===== config.mk =====
export PLATFORM = sky130hd
export DESIGN_NAME = y4m_header_parser
export DESIGN_NICKNAME = d
export VERILOG_FILES = /design/src/hdl/y4mhp_pkg.sv /design/src/hdl/y4mhp_front.sv /design/src/hdl/y4mhp_queue.sv /design/src/hdl/y4mhp_back.sv /design/src/hdl/y4m_header_parser.sv
export VERILOG_INCLUDE_DIRS = /design/src /design/src/hdl
export SDC_FILE = /design/constraint.sdc
export NUM_CORES = 1
export LEC_CHECK = 0
export BUFFER_PORTS_ARGS = -buffer_cell sky130_fd_sc_hd__buf_2
export CAP_MARGIN = 20
export CORE_ASPECT_RATIO = 0.8
export CORE_UTILIZATION = 40
export CTS_CLUSTER_SIZE = 12
export DETAILED_ROUTE_END_ITERATION = 12
export PLACE_DENSITY = 0.68
export SYNTH_ARGS = -nofsm -noshare
export SYNTH_HDL_FRONTEND = slang
export SYNTH_SLANG_ARGS = --single-unit
export TNS_END_PERCENT = 10

===== constraint.sdc =====
create_clock -name aclk -period 9.4 [get_ports aclk]
set_clock_uncertainty 0.05 [all_clocks]
set_input_delay 1.41 -clock aclk [delete_from_list [all_inputs] [get_ports aclk]]
set_output_delay 1.41 -clock aclk [all_outputs]
set_load 0.01 [all_outputs]

===== src/hdl/y4m_header_parser_macros.svh =====
// Assertion macros shared by the header parser modules.
`ifndef Y4M_HEADER_PARSER_MACROS_SVH
`define Y4M_HEADER_PARSER_MACROS_SVH

// Check a consequence in the same cycle as its cause.
`define Y4M_ASSERT_NOW(lbl, cause, cons, msg) \
    lbl: assert property (@(posedge aclk) disable iff (!aresetn) (cause) |-> (cons)) \
        else $error(msg);

// Check a consequence in the cycle after its cause.
`define Y4M_ASSERT_NEXT(lbl, cause, cons, msg) \
    lbl: assert property (@(posedge aclk) disable iff (!aresetn) (cause) |=> (cons)) \
        else $error(msg);

`endif


===== src/hdl/y4mhp_pkg.sv =====
// Shared types, constants and string tables of the YUV4MPEG2 header parser.
`default_nettype none
package y4mhp_pkg;

    // Default configuration of the top level
    localparam int TOKEN_MAX_DEF = 16;
    localparam int DIM_BITS_DEF  = 16;
    localparam int QUEUE_DEPTH   = 4;

    // Special bytes
    localparam logic [7:0] CH_SPACE = 8'h20;
    localparam logic [7:0] CH_NL    = 8'h0A;
    localparam logic [7:0] CH_ZERO  = 8'h30;
    localparam logic [7:0] CH_NINE  = 8'h39;
    localparam logic [7:0] CH_W     = 8'h57;
    localparam logic [7:0] CH_H     = 8'h48;
    localparam logic [7:0] CH_F     = 8'h46;
    localparam logic [7:0] CH_I     = 8'h49;
    localparam logic [7:0] CH_A     = 8'h41;
    localparam logic [7:0] CH_C     = 8'h43;

    // Bit positions in the found mask
    localparam int BIT_W = 0;
    localparam int BIT_H = 1;
    localparam int BIT_F = 2;
    localparam int BIT_I = 3;
    localparam int BIT_A = 4;
    localparam int BIT_C = 5;

    // Reference strings: magic, then rate, interlace, aspect and chroma lists
    localparam int NUM_STR   = 20;
    localparam int STR_CHARS = 11;
    localparam int STR_BITS  = 8 * STR_CHARS;
    localparam int IDX_MAGIC  = 0;
    localparam int IDX_RATE   = 1;
    localparam int IDX_INTER  = 6;
    localparam int IDX_ASPECT = 10;
    localparam int IDX_CHROMA = 15;
    localparam int NUM_RATE   = 5;
    localparam int NUM_INTER  = 4;
    localparam int NUM_ASPECT = 5;
    localparam int NUM_CHROMA = 5;
    localparam logic [2:0] CHROMA_DEF = 3'd2;

    localparam logic [STR_BITS-1:0] STR_TEXT [NUM_STR] = '{
        "YUV4MPEG2",
        "F30:1", "F25:1", "F24:1", "F30000:1001", "F24000:1001",
        "Ip", "It", "Ib", "Im",
        "A0:0", "A1:1", "A4:3", "A4:5", "A32:27",
        "C420jpeg", "C420paldv", "C420", "C422", "C444"
    };
    localparam int STR_LEN [NUM_STR] = '{
        9,
        5, 5, 5, 11, 11,
        2, 2, 2, 2,
        4, 4, 4, 4, 6,
        8, 9, 4, 4, 4
    };

    // Character p of string k, zero past its end
    function automatic logic [7:0] str_char(input int k, input logic [3:0] p);
        int base;
        base = 8 * (STR_LEN[k] - 1 - int'(p));
        if (int'(p) < STR_LEN[k]) begin
            return STR_TEXT[k][base +: 8];
        end
        return 8'h00;
    endfunction

    // Classified byte handed from front to back
    typedef struct packed {
        logic [7:0] data;
        logic       is_tok;
        logic       ends_tok;
        logic       ends_line;
        logic       is_digit;
        logic [3:0] digit;
    } cmd_t;

    // One parsed header line
    typedef struct packed {
        logic        header_ok;
        logic        magic_ok;
        logic [5:0]  found_mask;
        logic [2:0]  chroma_code;
        logic [2:0]  aspect_code;
        logic [1:0]  interlace_code;
        logic [2:0]  rate_code;
        logic [15:0] frame_height;
        logic [15:0] frame_width;
    } res_t;

endpackage
`default_nettype wire


===== src/hdl/y4mhp_front.sv =====
// Front end: accepts header bytes and classifies them for the parser.
`default_nettype none
module y4mhp_front (
    input  wire logic            s_axis_tvalid,
    output logic                 s_axis_tready,
    input  wire logic [7:0]      s_axis_tdata,
    input  wire logic            s_axis_tlast,
    input  wire logic            q_full,
    output logic                 q_push,
    output y4mhp_pkg::cmd_t      q_cmd
);
    import y4mhp_pkg::*;

    logic is_space;
    logic is_nl;

    // Take a byte whenever the queue has room
    assign s_axis_tready = !q_full;
    assign q_push        = s_axis_tvalid && !q_full;

    // Classify the byte
    always_comb begin
        is_space          = (s_axis_tdata == CH_SPACE);
        is_nl             = (s_axis_tdata == CH_NL);
        q_cmd.data        = s_axis_tdata;
        q_cmd.is_tok      = !is_space && !is_nl;
        q_cmd.ends_tok    = is_space || is_nl || s_axis_tlast;
        q_cmd.ends_line   = is_nl || s_axis_tlast;
        q_cmd.is_digit    = (s_axis_tdata >= CH_ZERO) && (s_axis_tdata <= CH_NINE);
        q_cmd.digit       = s_axis_tdata[3:0];
    end

endmodule
`default_nettype wire


===== src/hdl/y4mhp_queue.sv =====
// Short queue of classified bytes between front and back.
`default_nettype none
`include "y4m_header_parser_macros.svh"
module y4mhp_queue (
    input  wire logic             aclk,
    input  wire logic             aresetn,
    input  wire logic             push,
    input  wire y4mhp_pkg::cmd_t  push_cmd,
    output logic                  full,
    input  wire logic             pop,
    output logic                  valid,
    output y4mhp_pkg::cmd_t       head_cmd
);
    import y4mhp_pkg::*;

    localparam int PTR_W = (QUEUE_DEPTH > 1) ? $clog2(QUEUE_DEPTH) : 1;
    localparam int CNT_W = $clog2(QUEUE_DEPTH + 1);

    cmd_t             slot_reg [QUEUE_DEPTH];
    logic [PTR_W-1:0] wptr_reg, wptr_next;
    logic [PTR_W-1:0] rptr_reg, rptr_next;
    logic [CNT_W-1:0] count_reg, count_next;

    assign full     = (count_reg == CNT_W'(QUEUE_DEPTH));
    assign valid    = (count_reg != '0);
    assign head_cmd = slot_reg[rptr_reg];

    // Advance pointers and occupancy
    always_comb begin
        wptr_next  = wptr_reg;
        rptr_next  = rptr_reg;
        count_next = count_reg;
        if (push) begin
            wptr_next = (wptr_reg == PTR_W'(QUEUE_DEPTH - 1)) ? '0 : wptr_reg + 1'b1;
        end
        if (pop) begin
            rptr_next = (rptr_reg == PTR_W'(QUEUE_DEPTH - 1)) ? '0 : rptr_reg + 1'b1;
        end
        if (push && !pop) begin
            count_next = count_reg + 1'b1;
        end else if (pop && !push) begin
            count_next = count_reg - 1'b1;
        end
    end

    always_ff @(posedge aclk) begin
        if (!aresetn) begin
            wptr_reg  <= '0;
            rptr_reg  <= '0;
            count_reg <= '0;
        end else begin
            wptr_reg  <= wptr_next;
            rptr_reg  <= rptr_next;
            count_reg <= count_next;
        end
    end

    // Store the pushed entry
    always_ff @(posedge aclk) begin
        if (push) begin
            slot_reg[wptr_reg] <= push_cmd;
        end
    end

    `Y4M_ASSERT_NOW(a_q_bound, 1'b1, count_reg <= CNT_W'(QUEUE_DEPTH), "queue over depth")
    `Y4M_ASSERT_NEXT(a_q_grow, push && !pop, count_reg == $past(count_reg) + 1'b1, "queue grow")
    `Y4M_ASSERT_NEXT(a_q_shrink, pop && !push, count_reg == $past(count_reg) - 1'b1, "queue shrink")

endmodule
`default_nettype wire


===== src/hdl/y4mhp_back.sv =====
// Back end: tokenizes classified bytes, parses tags and holds the line result.
`default_nettype none
`include "y4m_header_parser_macros.svh"
module y4mhp_back #(
    parameter int TOKEN_MAX = y4mhp_pkg::TOKEN_MAX_DEF,
    parameter int DIM_BITS  = y4mhp_pkg::DIM_BITS_DEF
) (
    input  wire logic             aclk,
    input  wire logic             aresetn,
    input  wire logic             q_valid,
    input  wire y4mhp_pkg::cmd_t  q_cmd,
    output logic                  q_pop,
    output logic                  res_valid,
    input  wire logic             res_ready,
    output y4mhp_pkg::res_t       res
);
    import y4mhp_pkg::*;

    localparam int LEN_W = $clog2(TOKEN_MAX + 2);
    localparam int ACC_W = DIM_BITS + 4;

    // Line state
    logic [LEN_W-1:0]    len_reg, len_next;
    logic                index_reg, index_next;
    logic [7:0]          first_reg, first_next;
    logic [NUM_STR-1:0]  flags_reg, flags_next;
    logic [DIM_BITS-1:0] acc_reg, acc_next;
    logic                live_reg, live_next;
    logic [DIM_BITS-1:0] width_reg, width_next;
    logic [DIM_BITS-1:0] height_reg, height_next;
    logic [2:0]          rate_reg, rate_next;
    logic [1:0]          inter_reg, inter_next;
    logic [2:0]          aspect_reg, aspect_next;
    logic [2:0]          chroma_reg, chroma_next;
    logic [5:0]          seen_reg, seen_next;
    logic [5:0]          tried_reg, tried_next;
    logic                magic_reg, magic_next;
    logic                res_valid_reg, res_valid_next;
    res_t                res_reg, res_next;

    // Working values
    logic                len_zero;
    logic [LEN_W-1:0]    len_tok;
    logic [NUM_STR-1:0]  flags_tok;
    logic [NUM_STR-1:0]  match;
    logic [DIM_BITS-1:0] acc_tok;
    logic                live_tok;
    logic [ACC_W-1:0]    acc_ext;
    logic [ACC_W-1:0]    acc_mul;
    logic [7:0]          tag;
    logic                finish;
    logic [5:0]          tag_bit;
    logic                hit_any;
    logic [DIM_BITS-1:0] width_f, height_f;
    logic [2:0]          rate_f, aspect_f, chroma_f;
    logic [1:0]          inter_f;
    logic [5:0]          seen_f, tried_f;
    logic                magic_f, index_f;
    logic [31:0]         width32, height32;

    assign q_pop     = q_valid && (!q_cmd.ends_line || !res_valid_reg || res_ready);
    assign res_valid = res_valid_reg;
    assign res       = res_reg;

    // Extend the token by this byte: length, string matches, decimal value
    always_comb begin
        len_zero  = (len_reg == '0);
        len_tok   = len_reg;
        flags_tok = flags_reg;
        acc_tok   = acc_reg;
        live_tok  = live_reg;
        acc_ext   = ACC_W'(acc_reg);
        acc_mul   = (acc_ext << 3) + (acc_ext << 1) + ACC_W'(q_cmd.digit);
        if (q_cmd.is_tok) begin
            if (len_reg <= LEN_W'(TOKEN_MAX)) begin
                len_tok = len_reg + 1'b1;
            end
            for (int k = 0; k < NUM_STR; k++) begin
                flags_tok[k] = (len_zero || flags_reg[k])
                    && (len_reg < LEN_W'(STR_LEN[k]))
                    && (q_cmd.data == str_char(k, len_reg[3:0]));
            end
            if (len_zero) begin
                acc_tok  = '0;
                live_tok = 1'b1;
            end else if (live_reg) begin
                if (q_cmd.is_digit) begin
                    acc_tok = (acc_mul[ACC_W-1:DIM_BITS] != '0) ? {DIM_BITS{1'b1}}
                                                                : acc_mul[DIM_BITS-1:0];
                end else begin
                    live_tok = 1'b0;
                end
            end
        end
        for (int k = 0; k < NUM_STR; k++) begin
            match[k] = flags_tok[k] && (len_tok == LEN_W'(STR_LEN[k]));
        end
    end

    // Close the token: magic check or first occurrence of a tag
    always_comb begin
        tag      = len_zero ? q_cmd.data : first_reg;
        finish   = q_cmd.ends_tok && (len_tok != '0);
        width_f  = width_reg;
        height_f = height_reg;
        rate_f   = rate_reg;
        inter_f  = inter_reg;
        aspect_f = aspect_reg;
        chroma_f = chroma_reg;
        seen_f   = seen_reg;
        tried_f  = tried_reg;
        magic_f  = magic_reg;
        index_f  = index_reg;
        tag_bit  = '0;
        hit_any  = 1'b0;
        case (tag)
            CH_W:    tag_bit[BIT_W] = 1'b1;
            CH_H:    tag_bit[BIT_H] = 1'b1;
            CH_F:    tag_bit[BIT_F] = 1'b1;
            CH_I:    tag_bit[BIT_I] = 1'b1;
            CH_A:    tag_bit[BIT_A] = 1'b1;
            CH_C:    tag_bit[BIT_C] = 1'b1;
            default: tag_bit = '0;
        endcase
        if (finish) begin
            if (!index_reg) begin
                magic_f = match[IDX_MAGIC];
                index_f = 1'b1;
            end else if ((tag_bit & ~tried_reg) != '0) begin
                tried_f = tried_reg | tag_bit;
                if (tag_bit[BIT_W]) begin
                    width_f = acc_tok;
                    hit_any = 1'b1;
                end else if (tag_bit[BIT_H]) begin
                    height_f = acc_tok;
                    hit_any  = 1'b1;
                end else if (tag_bit[BIT_F]) begin
                    for (int i = 0; i < NUM_RATE; i++) begin
                        if (match[IDX_RATE + i]) begin
                            rate_f  = 3'(i);
                            hit_any = 1'b1;
                        end
                    end
                end else if (tag_bit[BIT_I]) begin
                    for (int i = 0; i < NUM_INTER; i++) begin
                        if (match[IDX_INTER + i]) begin
                            inter_f = 2'(i);
                            hit_any = 1'b1;
                        end
                    end
                end else if (tag_bit[BIT_A]) begin
                    for (int i = 0; i < NUM_ASPECT; i++) begin
                        if (match[IDX_ASPECT + i]) begin
                            aspect_f = 3'(i);
                            hit_any  = 1'b1;
                        end
                    end
                end else begin
                    for (int i = 0; i < NUM_CHROMA; i++) begin
                        if (match[IDX_CHROMA + i]) begin
                            chroma_f = 3'(i);
                            hit_any  = 1'b1;
                        end
                    end
                end
                if (hit_any) begin
                    seen_f = seen_reg | tag_bit;
                end
            end
        end
    end

    // Pick next state: hold, advance, or emit the line and clear
    always_comb begin
        width32        = 32'(width_f);
        height32       = 32'(height_f);
        len_next       = len_reg;
        index_next     = index_reg;
        first_next     = first_reg;
        flags_next     = flags_reg;
        acc_next       = acc_reg;
        live_next      = live_reg;
        width_next     = width_reg;
        height_next    = height_reg;
        rate_next      = rate_reg;
        inter_next     = inter_reg;
        aspect_next    = aspect_reg;
        chroma_next    = chroma_reg;
        seen_next      = seen_reg;
        tried_next     = tried_reg;
        magic_next     = magic_reg;
        res_valid_next = res_valid_reg && !res_ready;
        res_next       = res_reg;
        if (q_pop) begin
            len_next    = q_cmd.ends_tok ? '0 : len_tok;
            index_next  = index_f;
            first_next  = (q_cmd.is_tok && len_zero) ? q_cmd.data : first_reg;
            flags_next  = flags_tok;
            acc_next    = acc_tok;
            live_next   = live_tok;
            width_next  = width_f;
            height_next = height_f;
            rate_next   = rate_f;
            inter_next  = inter_f;
            aspect_next = aspect_f;
            chroma_next = chroma_f;
            seen_next   = seen_f;
            tried_next  = tried_f;
            magic_next  = magic_f;
            if (q_cmd.ends_line) begin
                res_valid_next          = 1'b1;
                res_next.frame_width    = width32[15:0];
                res_next.frame_height   = height32[15:0];
                res_next.rate_code      = rate_f;
                res_next.interlace_code = inter_f;
                res_next.aspect_code    = aspect_f;
                res_next.chroma_code    = chroma_f;
                res_next.found_mask     = seen_f;
                res_next.magic_ok       = magic_f;
                res_next.header_ok      = magic_f && seen_f[BIT_W] && seen_f[BIT_F]
                                          && seen_f[BIT_I] && seen_f[BIT_A];
                len_next    = '0;
                index_next  = 1'b0;
                acc_next    = '0;
                live_next   = 1'b0;
                width_next  = '0;
                height_next = '0;
                rate_next   = '0;
                inter_next  = '0;
                aspect_next = '0;
                chroma_next = CHROMA_DEF;
                seen_next   = '0;
                tried_next  = '0;
                magic_next  = 1'b0;
            end
        end
    end

    always_ff @(posedge aclk) begin
        if (!aresetn) begin
            len_reg       <= '0;
            index_reg     <= 1'b0;
            live_reg      <= 1'b0;
            acc_reg       <= '0;
            width_reg     <= '0;
            height_reg    <= '0;
            rate_reg      <= '0;
            inter_reg     <= '0;
            aspect_reg    <= '0;
            chroma_reg    <= CHROMA_DEF;
            seen_reg      <= '0;
            tried_reg     <= '0;
            magic_reg     <= 1'b0;
            res_valid_reg <= 1'b0;
        end else begin
            len_reg       <= len_next;
            index_reg     <= index_next;
            live_reg      <= live_next;
            acc_reg       <= acc_next;
            width_reg     <= width_next;
            height_reg    <= height_next;
            rate_reg      <= rate_next;
            inter_reg     <= inter_next;
            aspect_reg    <= aspect_next;
            chroma_reg    <= chroma_next;
            seen_reg      <= seen_next;
            tried_reg     <= tried_next;
            magic_reg     <= magic_next;
            res_valid_reg <= res_valid_next;
        end
    end

    // Payload registers
    always_ff @(posedge aclk) begin
        first_reg <= first_next;
        flags_reg <= flags_next;
        res_reg   <= res_next;
    end

    `Y4M_ASSERT_NEXT(a_line_clear, q_pop && q_cmd.ends_line,
        len_reg == '0 && seen_reg == '0 && !index_reg && res_valid_reg, "line not cleared")
    `Y4M_ASSERT_NOW(a_ok_magic, res_valid_reg && res_reg.header_ok,
        res_reg.magic_ok && res_reg.found_mask[BIT_W], "header_ok without magic or W")
    `Y4M_ASSERT_NOW(a_seen_tried, 1'b1, (seen_reg & ~tried_reg) == '0,
        "tag found but never tried")

endmodule
`default_nettype wire


===== src/hdl/y4m_header_parser.sv =====
// Top level of the YUV4MPEG2 header line parser.
//
//   Channel  Dir  tdata fields (low bit up)                                tlast
//   s_axis   in   header_byte[7:0]                                         line_end
//   m_axis   out  frame_width[15:0] frame_height[31:16] rate_code[34:32]    -
//                 interlace_code[36:35] aspect_code[39:37] chroma_code[42:40]
//                 found_mask[48:43] magic_ok[49] header_ok[50] zero[55:51]
//
// One byte is taken per cycle while the queue has room; a byte passes the classifier,
// a four-entry queue and the parser. With the queue otherwise empty and no result held,
// a line's last byte is queued, then the registered result raises m_axis_tvalid.
// The parser closes a token and parses its tag in the same cycle as its ending byte.
// A held result stops the parser at the next line-ending byte; the bytes behind it
// fill the queue, and s_axis_tready drops once the queue holds four.
// Reset is synchronous on aresetn low and leaves the parser at the start of a line.
`default_nettype none
module y4m_header_parser #(
    parameter int TOKEN_MAX = y4mhp_pkg::TOKEN_MAX_DEF,
    parameter int DIM_BITS  = y4mhp_pkg::DIM_BITS_DEF
) (
    input  wire logic        aclk,
    input  wire logic        aresetn,
    input  wire logic        s_axis_tvalid,
    output logic             s_axis_tready,
    input  wire logic [7:0]  s_axis_tdata,   // header_byte
    input  wire logic        s_axis_tlast,
    output logic             m_axis_tvalid,
    input  wire logic        m_axis_tready,
    output logic [55:0]      m_axis_tdata    // width, height, rate, interlace, aspect,
                                             // chroma, found, magic_ok, header_ok
);
    import y4mhp_pkg::*;

    cmd_t front_cmd;
    cmd_t head_cmd;
    res_t line_res;
    logic q_push;
    logic q_full;
    logic q_pop;
    logic q_valid;

    y4mhp_front u_front (
        .s_axis_tvalid (s_axis_tvalid),
        .s_axis_tready (s_axis_tready),
        .s_axis_tdata  (s_axis_tdata),
        .s_axis_tlast  (s_axis_tlast),
        .q_full        (q_full),
        .q_push        (q_push),
        .q_cmd         (front_cmd)
    );

    y4mhp_queue u_queue (
        .aclk     (aclk),
        .aresetn  (aresetn),
        .push     (q_push),
        .push_cmd (front_cmd),
        .full     (q_full),
        .pop      (q_pop),
        .valid    (q_valid),
        .head_cmd (head_cmd)
    );

    y4mhp_back #(
        .TOKEN_MAX (TOKEN_MAX),
        .DIM_BITS  (DIM_BITS)
    ) u_back (
        .aclk      (aclk),
        .aresetn   (aresetn),
        .q_valid   (q_valid),
        .q_cmd     (head_cmd),
        .q_pop     (q_pop),
        .res_valid (m_axis_tvalid),
        .res_ready (m_axis_tready),
        .res       (line_res)
    );

    // Pack the result fields, frame_width in the lowest bits
    assign m_axis_tdata = {5'b00000, line_res.header_ok, line_res.magic_ok,
                           line_res.found_mask, line_res.chroma_code, line_res.aspect_code,
                           line_res.interlace_code, line_res.rate_code,
                           line_res.frame_height, line_res.frame_width};

endmodule
`default_nettype wire

==> results of run 1 <==
[cell families after synthesis]
kind of cell    synth area share (%)
buf+inv                         4.43
flops                           42.6
other cells                   0.0285
simple gates                    19.8
fa+ha+maj                       5.41
xor+xnor                        3.39
mux                             3.09
compound gates                  21.3
[worst max-delay path by stage]
| stage | from | to | depth (start not counted) |
|---|---|---|---|
| finish | flip-flop | u_back.res[8]$_DFFE_PP_ | 13 |
| global route | flip-flop | u_back.res[8]$_DFFE_PP_ | 13 |
| CTS | flip-flop | u_back.res[8]$_DFFE_PP_ | 13 |
| detailed placement | flip-flop | u_back.res[8]$_DFFE_PP_ | 13 |
| global placement | flip-flop | u_back.res[8]$_DFFE_PP_ | 13 |
| floorplan | flip-flop | u_back.res[18]$_DFFE_PP_ | 17 |
[power groups by stage]
| stage | clock network, uW | logic [uW] | registers [uW] |
|---|---|---|---|
| 6_report | 954 | 1800 | 1360 |
| 5_1_grt | 1000 | 1940 | 1380 |
| 4_1_cts | 967 | 1770 | 1360 |
| 3_5_place_dp | 0 | 1760 | 1370 |
| 3_3_place_gp | 0 | 1730 | 1370 |
| 2_1_floorplan | 0 | 1240 | 1370 |
[worst max-delay path: cells and delay by family, from the launching register on]
kind / cells / cell delay (ns)
AOI/OAI and AO/OA: 10 / 2.60
adders and majority gates: 2 / 1.04
DFF: 1 / 0.87
muxes: 1 / 0.80
[metrics by stage]
step	total power [uW]	setup slack, ns	util [%]	cell area (um^2)
detailed placement	3130	3.74	43.1	13700
global route	4320	3.31	45.6	14500
global placement	3100	3.86	43.1	13700
finish	4110	3.73	45.6	14500
CTS	4090	3.71	45.6	14500
floorplan	2610	4.59	-	13200
[per-layer routing]
layer,part of all wire [%],up-vias
met5,0,-
met4,1.9,0
met3,10,66
met2,42,563
met1,46,5587
li1,-,5356
[layout by cell type (no fill, tap or decap), drive strengths merged, types with 14 or more instances in the layout]
| cell type | n |
|---|---|
| o21a | 14 |
| edfxtp | 127 |
| o21ai | 117 |
| nand3 | 29 |
| or3 | 15 |
| nor3 | 45 |
| clkbuf | 40 |
| a211oi | 15 |
| dfxtp | 89 |
| a31oi | 23 |
| o22ai | 14 |
| nor2 | 165 |
| nand2 | 148 |
| buf | 82 |
| ha | 52 |
| nand2b | 18 |
| and2 | 14 |
| nor2b | 18 |
| a21o | 21 |
| a21oi | 100 |
| inv | 43 |
| xnor2 | 38 |
[cell type report]
class / count / area share, %
Multi-Input combinational cell: 1093 / 48.1
Sequential cell: 216 / 38.5
Clock buffer: 40 / 5.26
Tap cell: 420 / 3.61
Timing Repair Buffer: 82 / 3.10
Inverter: 45 / 1.16
Clock inverter: 4 / 0.336
==> impl_metrics.json, run 1 <==
{
  "timing.final.crit_share_pct": 60.3,
  "setup_viol": 0,
  "clkPwrFrac_pct": 23.2,
  "r2r_slack_ns": 3.73,
  "ant_nets": 0,
  "power_density_nw_per_um2": 282,
  "synth_common_cells": "nor2_1 (161), nand2_1 (147), edfxtp_1 (127)",
  "multiInputGateArea_um2": 6990,
  "post-place-cells": 1855,
  "hpwl_um": 26700,
  "synth_top_area_share_pct": 29.0,
  "hold_viol": 0,
  "r2r-end": "u_back.res[8]$_DFFE_PP_",
  "ctsHoldBuffers": 0,
  "numCtsBuffers": 24,
  "synth_top_area_cell": "edfxtp_1",
  "ys_seq_area_share_pct": 42.6,
  "drt-initial-drc-count": 1216,
  "num_rows": 58,
  "min_path_cells": 2,
  "min_to": "u_back.width_reg[6]$_SDFFE_PN0P_",
  "clock_latency_ns": 0.54,
  "cp.arrival_ns": 5.87,
  "via_per_inst": 6.09,
  "grtUsageMet3_pct": 5.10,
  "num_vias": 11600,
  "die_h_um": 164,
  "htreeDepth": 1,
  "syn_area_um2": 13100,
  "grt_pass1_wl_um": 59900,
  "die_area_um2": 33600,
  "synth.avg_cell_area_um2": 9.13,
  "yosysMostFrequentCell": "nor2_1",
  "cp_max_fo": 24,
  "status": "complete, no violations",
  "drt_wl_total_um": 38000,
  "critPathMaxStageDelay_ns": 0.87,
  "cap_violations": 0,
  "critical_path.cell_chain": "mux4_2 > fa_1 > fa_1 > a21o_1 > a21oi_1 > o21a_1 > o21ai_0 > a31oi_1 > o211a_1 > o22ai_1 > o21ai_0 > a21boi_0 > a21oi_1",
  "drt-wirelength-per-cell_um": 20.0,
  "p_comb_share_pct": 43.8,
  "reg2reg_depth": 13,
  "seqCellArea_um2": 5600,
  "fmax_ghz": 0.176,
  "cp_data_required_time_ns": 9.60,
  "grt_pass1_vias": 10800,
  "p_leak_uw": 0.00537,
  "clk_pin_slew_ns": 0.06,
  "ys_types": 102,
  "finalCriticalPeriod_ns": 5.67,
  "critPathKind": "reg2reg",
  "slew_headroom_pct": 29.0,
  "hold_start": "u_back.width_reg[6]$_SDFFE_PN0P_",
  "grt_start_max_net_pins": 53,
  "start_util_pct": 41.3,
  "power.ir.vdd_worst_v": 0.000214,
  "fin_setup_tns_ns": 0,
  "slew_violations": 0,
  "critPathLaunchType": "flip-flop",
  "grtUsageMet1_pct": 33.5,
  "chipWidth_um": 205,
  "drc": 0,
  "p_int_uw": 2390,
  "drive_gt1_share_pct": 11.3,
  "rsz0062_at_grt": "no",
  "ios": 71,
  "async_flop_share_pct": 0,
  "cp_slowest_cell": "dfxtp_1",
  "first_pass_iters": 5,
  "postCtsSetupRepairBufs": 0,
  "port_buffers": 65,
  "final_net_count": 1530,
  "swShare_pct": 41.9,
  "cts_tree": "built",
  "clkSinkCount": 216,
  "critPathCaptureType": "flip-flop",
  "syn_inst": 1440,
  "grt-busiest-layer": "met1",
  "synth-edff-count": 127,
  "synth_flop_cell": "edfxtp_1",
  "hold_path_class": "reg2reg",
  "seqPwrFrac_pct": 33.0,
  "cts_buffer_depth": 3,
  "use_met2_pct": 32.8,
  "core_area_um2": 31900,
  "area_growth_pct": 10.6,
  "largest_reg_flops": 51,
  "gp_congestion": 0.965,
  "diodes": 0,
  "yosysWarnings": 0,
  "ys_ff_latch": 216,
  "instances_no_fill": 1900,
  "track_usage_pct": 22.5,
  "whs_ns": 0.399,
  "synth.area.top_cells": "edfxtp_1 (29%), dfxtp_1 (14%), ha_1 (4.9%)",
  "ctsResizeCount": 0,
  "p_sw_uw": 1720,
  "cts-root-buf": "clkbuf_16",
  "antenna_found_initial": 0,
  "worstMarginPinSlew_ns": 1.06,
  "fillers": 2980,
  "gr-total-overflow": 0
}
Power figures use the tool's default switching activity.
==> inputs of run 2 (changes only) <==
ABC_AREA = 1   (was default)
clock period = 5.7 ns   (was 9.4 ns; I/O delays follow)
==> run 2 against run 1 <==
Against the previous run: hold slack improved by 0.0036 ns; register-to-register slack worse by 2.6 ns; wire length is 2.5% higher; worst setup slack lost 2.6 ns; non-clock buffer count up 8; largest cell class unchanged.
==> impl_metrics.json, run 2 <==
{
  "status": "complete, no violations",
  "critPathCaptureType": "flip-flop",
  "fmax_ghz": 0.216,
  "dp_slack_ns": 1.17,
  "hpwl_um": 27200,
  "slew_headroom_pct": 30.4,
  "critical_path.cell_chain": "inv_2 > nand2_1 > nand2_1 > fa_1 > fa_1 > nand3_1 > a21oi_1 > nor2_1 > o21ai_0 > nand3_1 > nand2_1 > xor2_1 > nor2_1 > buf_4 > nand3_1 > a21oi_1 > nand2_1 > o21a_1",
  "cp.arrival_ns": 4.85,
  "postCtsSetupRepairBufs": 0,
  "cp_slowest_cell": "dfxtp_1",
  "yosysMostFrequentCell": "nand2_1",
  "antenna_found_initial": 1,
  "async_flop_share_pct": 0,
  "hold_start": "u_back.seen_reg[0]$_SDFFE_PN0P_",
  "num_rows": 59,
  "critPathMaxStageDelay_ns": 0.65,
  "clkSinkCount": 216,
  "synth_flop_cell": "edfxtp_1",
  "ys_ff_latch": 216,
  "start_util_pct": 41.1,
  "ant_nets": 0,
  "synth_top_area_cell": "edfxtp_1",
  "via_per_inst": 5.58,
  "slew_violations": 0,
  "worstMarginPinSlew_ns": 1.04,
  "path_buf_inv": 2,
  "drt-initial-drc-count": 1471,
  "drt_wl_total_um": 39000,
  "ys_seq_area_share_pct": 41.5,
  "synth_top_area_share_pct": 28.3,
  "fillers": 3169,
  "drt-wirelength-per-cell_um": 17.4,
  "critPathLaunchType": "flip-flop",
  "port_buffers": 65,
  "cp_max_fo": 16,
  "reg2reg_depth": 18,
  "hold_path_class": "reg2reg",
  "timing.final.crit_share_pct": 81.0,
  "r2r_slack_ns": 1.08,
  "min_path_cells": 2,
  "clk_pin_slew_ns": 0.06,
  "rsz0062_at_grt": "no",
  "crit_family": "simple AND/OR/NAND/NOR gates",
  "ctsResizeCount": 0,
  "grt_pass1_vias": 11500,
  "use_met2_pct": 32.3,
  "synth.area.top_cells": "edfxtp_1 (28%), nand2_1 (14%), dfxtp_1 (13%)",
  "cp_data_required_time_ns": 5.93,
  "track_usage_pct": 22.3,
  "cts_buffer_depth": 3,
  "power_density_nw_per_um2": 564,
  "final_cell_mix": "nand2_1 (500), nor2_1 (166), nand3_1 (152)",
  "area_growth_pct": 10.4,
  "ys_types": 58,
  "ctsHoldBuffers": 0,
  "synth_common_cells": "nand2_1 (500), nor2_1 (168), nand3_1 (152)",
  "cts-root-buf": "clkbuf_16",
  "drive_gt1_share_pct": 11.0,
  "chipWidth_um": 207,
  "synth.avg_cell_area_um2": 7.70,
  "placedInstanceArea_um2": 14200,
  "fin_setup_tns_ns": 0,
  "cap_violations": 0,
  "die_area_um2": 34500,
  "syn_inst": 1752,
  "design_area_um2": 14900,
  "die_h_um": 166,
  "grt-busiest-layer": "met1",
  "r2r-end": "u_back.res[4]$_DFFE_PP_",
  "core_area_um2": 32900,
  "worst_slack_ns": 1.08,
  "htreeDepth": 1,
  "cts_tree": "built",
  "gp_congestion": 0.911,
  "grtUsageMet1_pct": 33.8,
  "critPathKind": "reg2reg",
  "p_leak_uw": 0.00635,
  "grt_pass1_wl_um": 61700,
  "min_to": "u_back.seen_reg[0]$_SDFFE_PN0P_",
  "grtUsageMet3_pct": 4.41,
  "power.ir.vdd_worst_v": 0.000301,
  "cp_common_cell": "nand2_1",
  "gr-total-overflow": 0,
  "hold_viol": 0,
  "first_pass_iters": 6,
  "syn_area_um2": 13500,
  "clock_latency_ns": 0.53,
  "numCtsBuffers": 23,
  "grt_start_max_net_pins": 69,
  "final_net_count": 1861,
  "synth-edff-count": 127,
  "whs_ns": 0.402,
  "ios": 71,
  "num_vias": 12500,
  "finalCriticalPeriod_ns": 4.62,
  "yosysWarnings": 0,
  "layout_commonest_cell": "nand2_1",
  "drc": 0,
  "setup_viol": 0,
  "largest_reg_flops": 51
}
-- run 2: changes by cell type in the layout (fill, tap and decap cells not counted), sizes merged, moves of 20 or more --
| cell | previous run | this run |
|---|---|---|
| nand2 | 148 | 512 |
| o21ai | 117 | 76 |
| inv | 43 | 133 |
| o211ai | 11 | 39 |
| a31oi | 23 | 3 |
| nand3 | 29 | 152 |
| xnor2 | 38 | 7 |
| o21a | 14 | 35 |
| a21oi | 100 | 131 |
| nor3 | 45 | 23 |
-- run 2: worst register-to-register path: stages (launching register included) --
cell     delay [ns]
dfxtp_1        0.65
inv_2          0.25
nand2_1        0.12
nand2_1        0.29
fa_1           0.63
fa_1           0.47
nand3_1        0.10
a21oi_1        0.10
nor2_1         0.17
o21ai_0        0.19
nand3_1        0.11
nand2_1        0.06
xor2_1         0.15
nor2_1         0.11
buf_4          0.25
nand3_1        0.11
a21oi_1        0.26
nand2_1        0.14
o21a_1         0.13
-- run 2: cell families after synthesis --
kind of cell,share of synthesized area (%)
xor gates and xnor gates,2.08
DFF,41.5
adders and majority gates,5.27
and+or+nand+nor,28.8
other,0.0278
buffers and inverters,6.95
AOI/OAI and AO/OA,15.4
-- run 2: through the flow --
step	util, %	total power [uW]	instances
floorplan	-	5550	1756
global placement	43.0	6790	2191
detailed placement	43.1	6850	2194
CTS	45.3	8310	2236
global route	45.4	8950	2238
finish	45.4	8400	2238
-- run 2: power breakdown --
part           internal (uW)  switching [uW]  leakage [uW]
sequential              2150             199       0.00194
combinational           1270            3340       0.00405
clock                    824             615      0.000352
-- run 2: per-layer routing --
layer  part of all wire (%)  routed length, um  up-vias
met5                      0                  0        -
met4                    2.0                764        0
met3                     10               4050       78
met2                     41              15900      624
met1                     47              18300     5786
li1                       -                  -     5993
-- run 2: final cells by class --
| type | instances | area [um^2] | area share [%] |
|---|---|---|---|
| sequential | 216 | 5600 | 37.6 |
| clock inverter | 4 | 36.3 | 0.244 |
| antenna | 1 | 2.50 | 0.0168 |
| multi-input combinational | 1329 | 7000 | 47.0 |
| clock buffer | 38 | 683 | 4.59 |
| timing repair buffer | 90 | 547 | 3.67 |
| tap | 427 | 534 | 3.59 |
| inverter | 133 | 502 | 3.37 |
-- run 2: worst max-delay path by stage --
stage                                                   to  slack [ns]  depth (start not counted)
after floorplan           u_back.tried_reg[0]$_SDFFE_PN0P_        0.95                         14
after global routing               u_back.res[4]$_DFFE_PP_        0.64                         18
after CTS                          u_back.res[4]$_DFFE_PP_        1.13                         18
after global placement             u_back.res[4]$_DFFE_PP_        1.27                         20
final                              u_back.res[4]$_DFFE_PP_        1.08                         18
after detailed placement           u_back.res[4]$_DFFE_PP_        1.17                         18
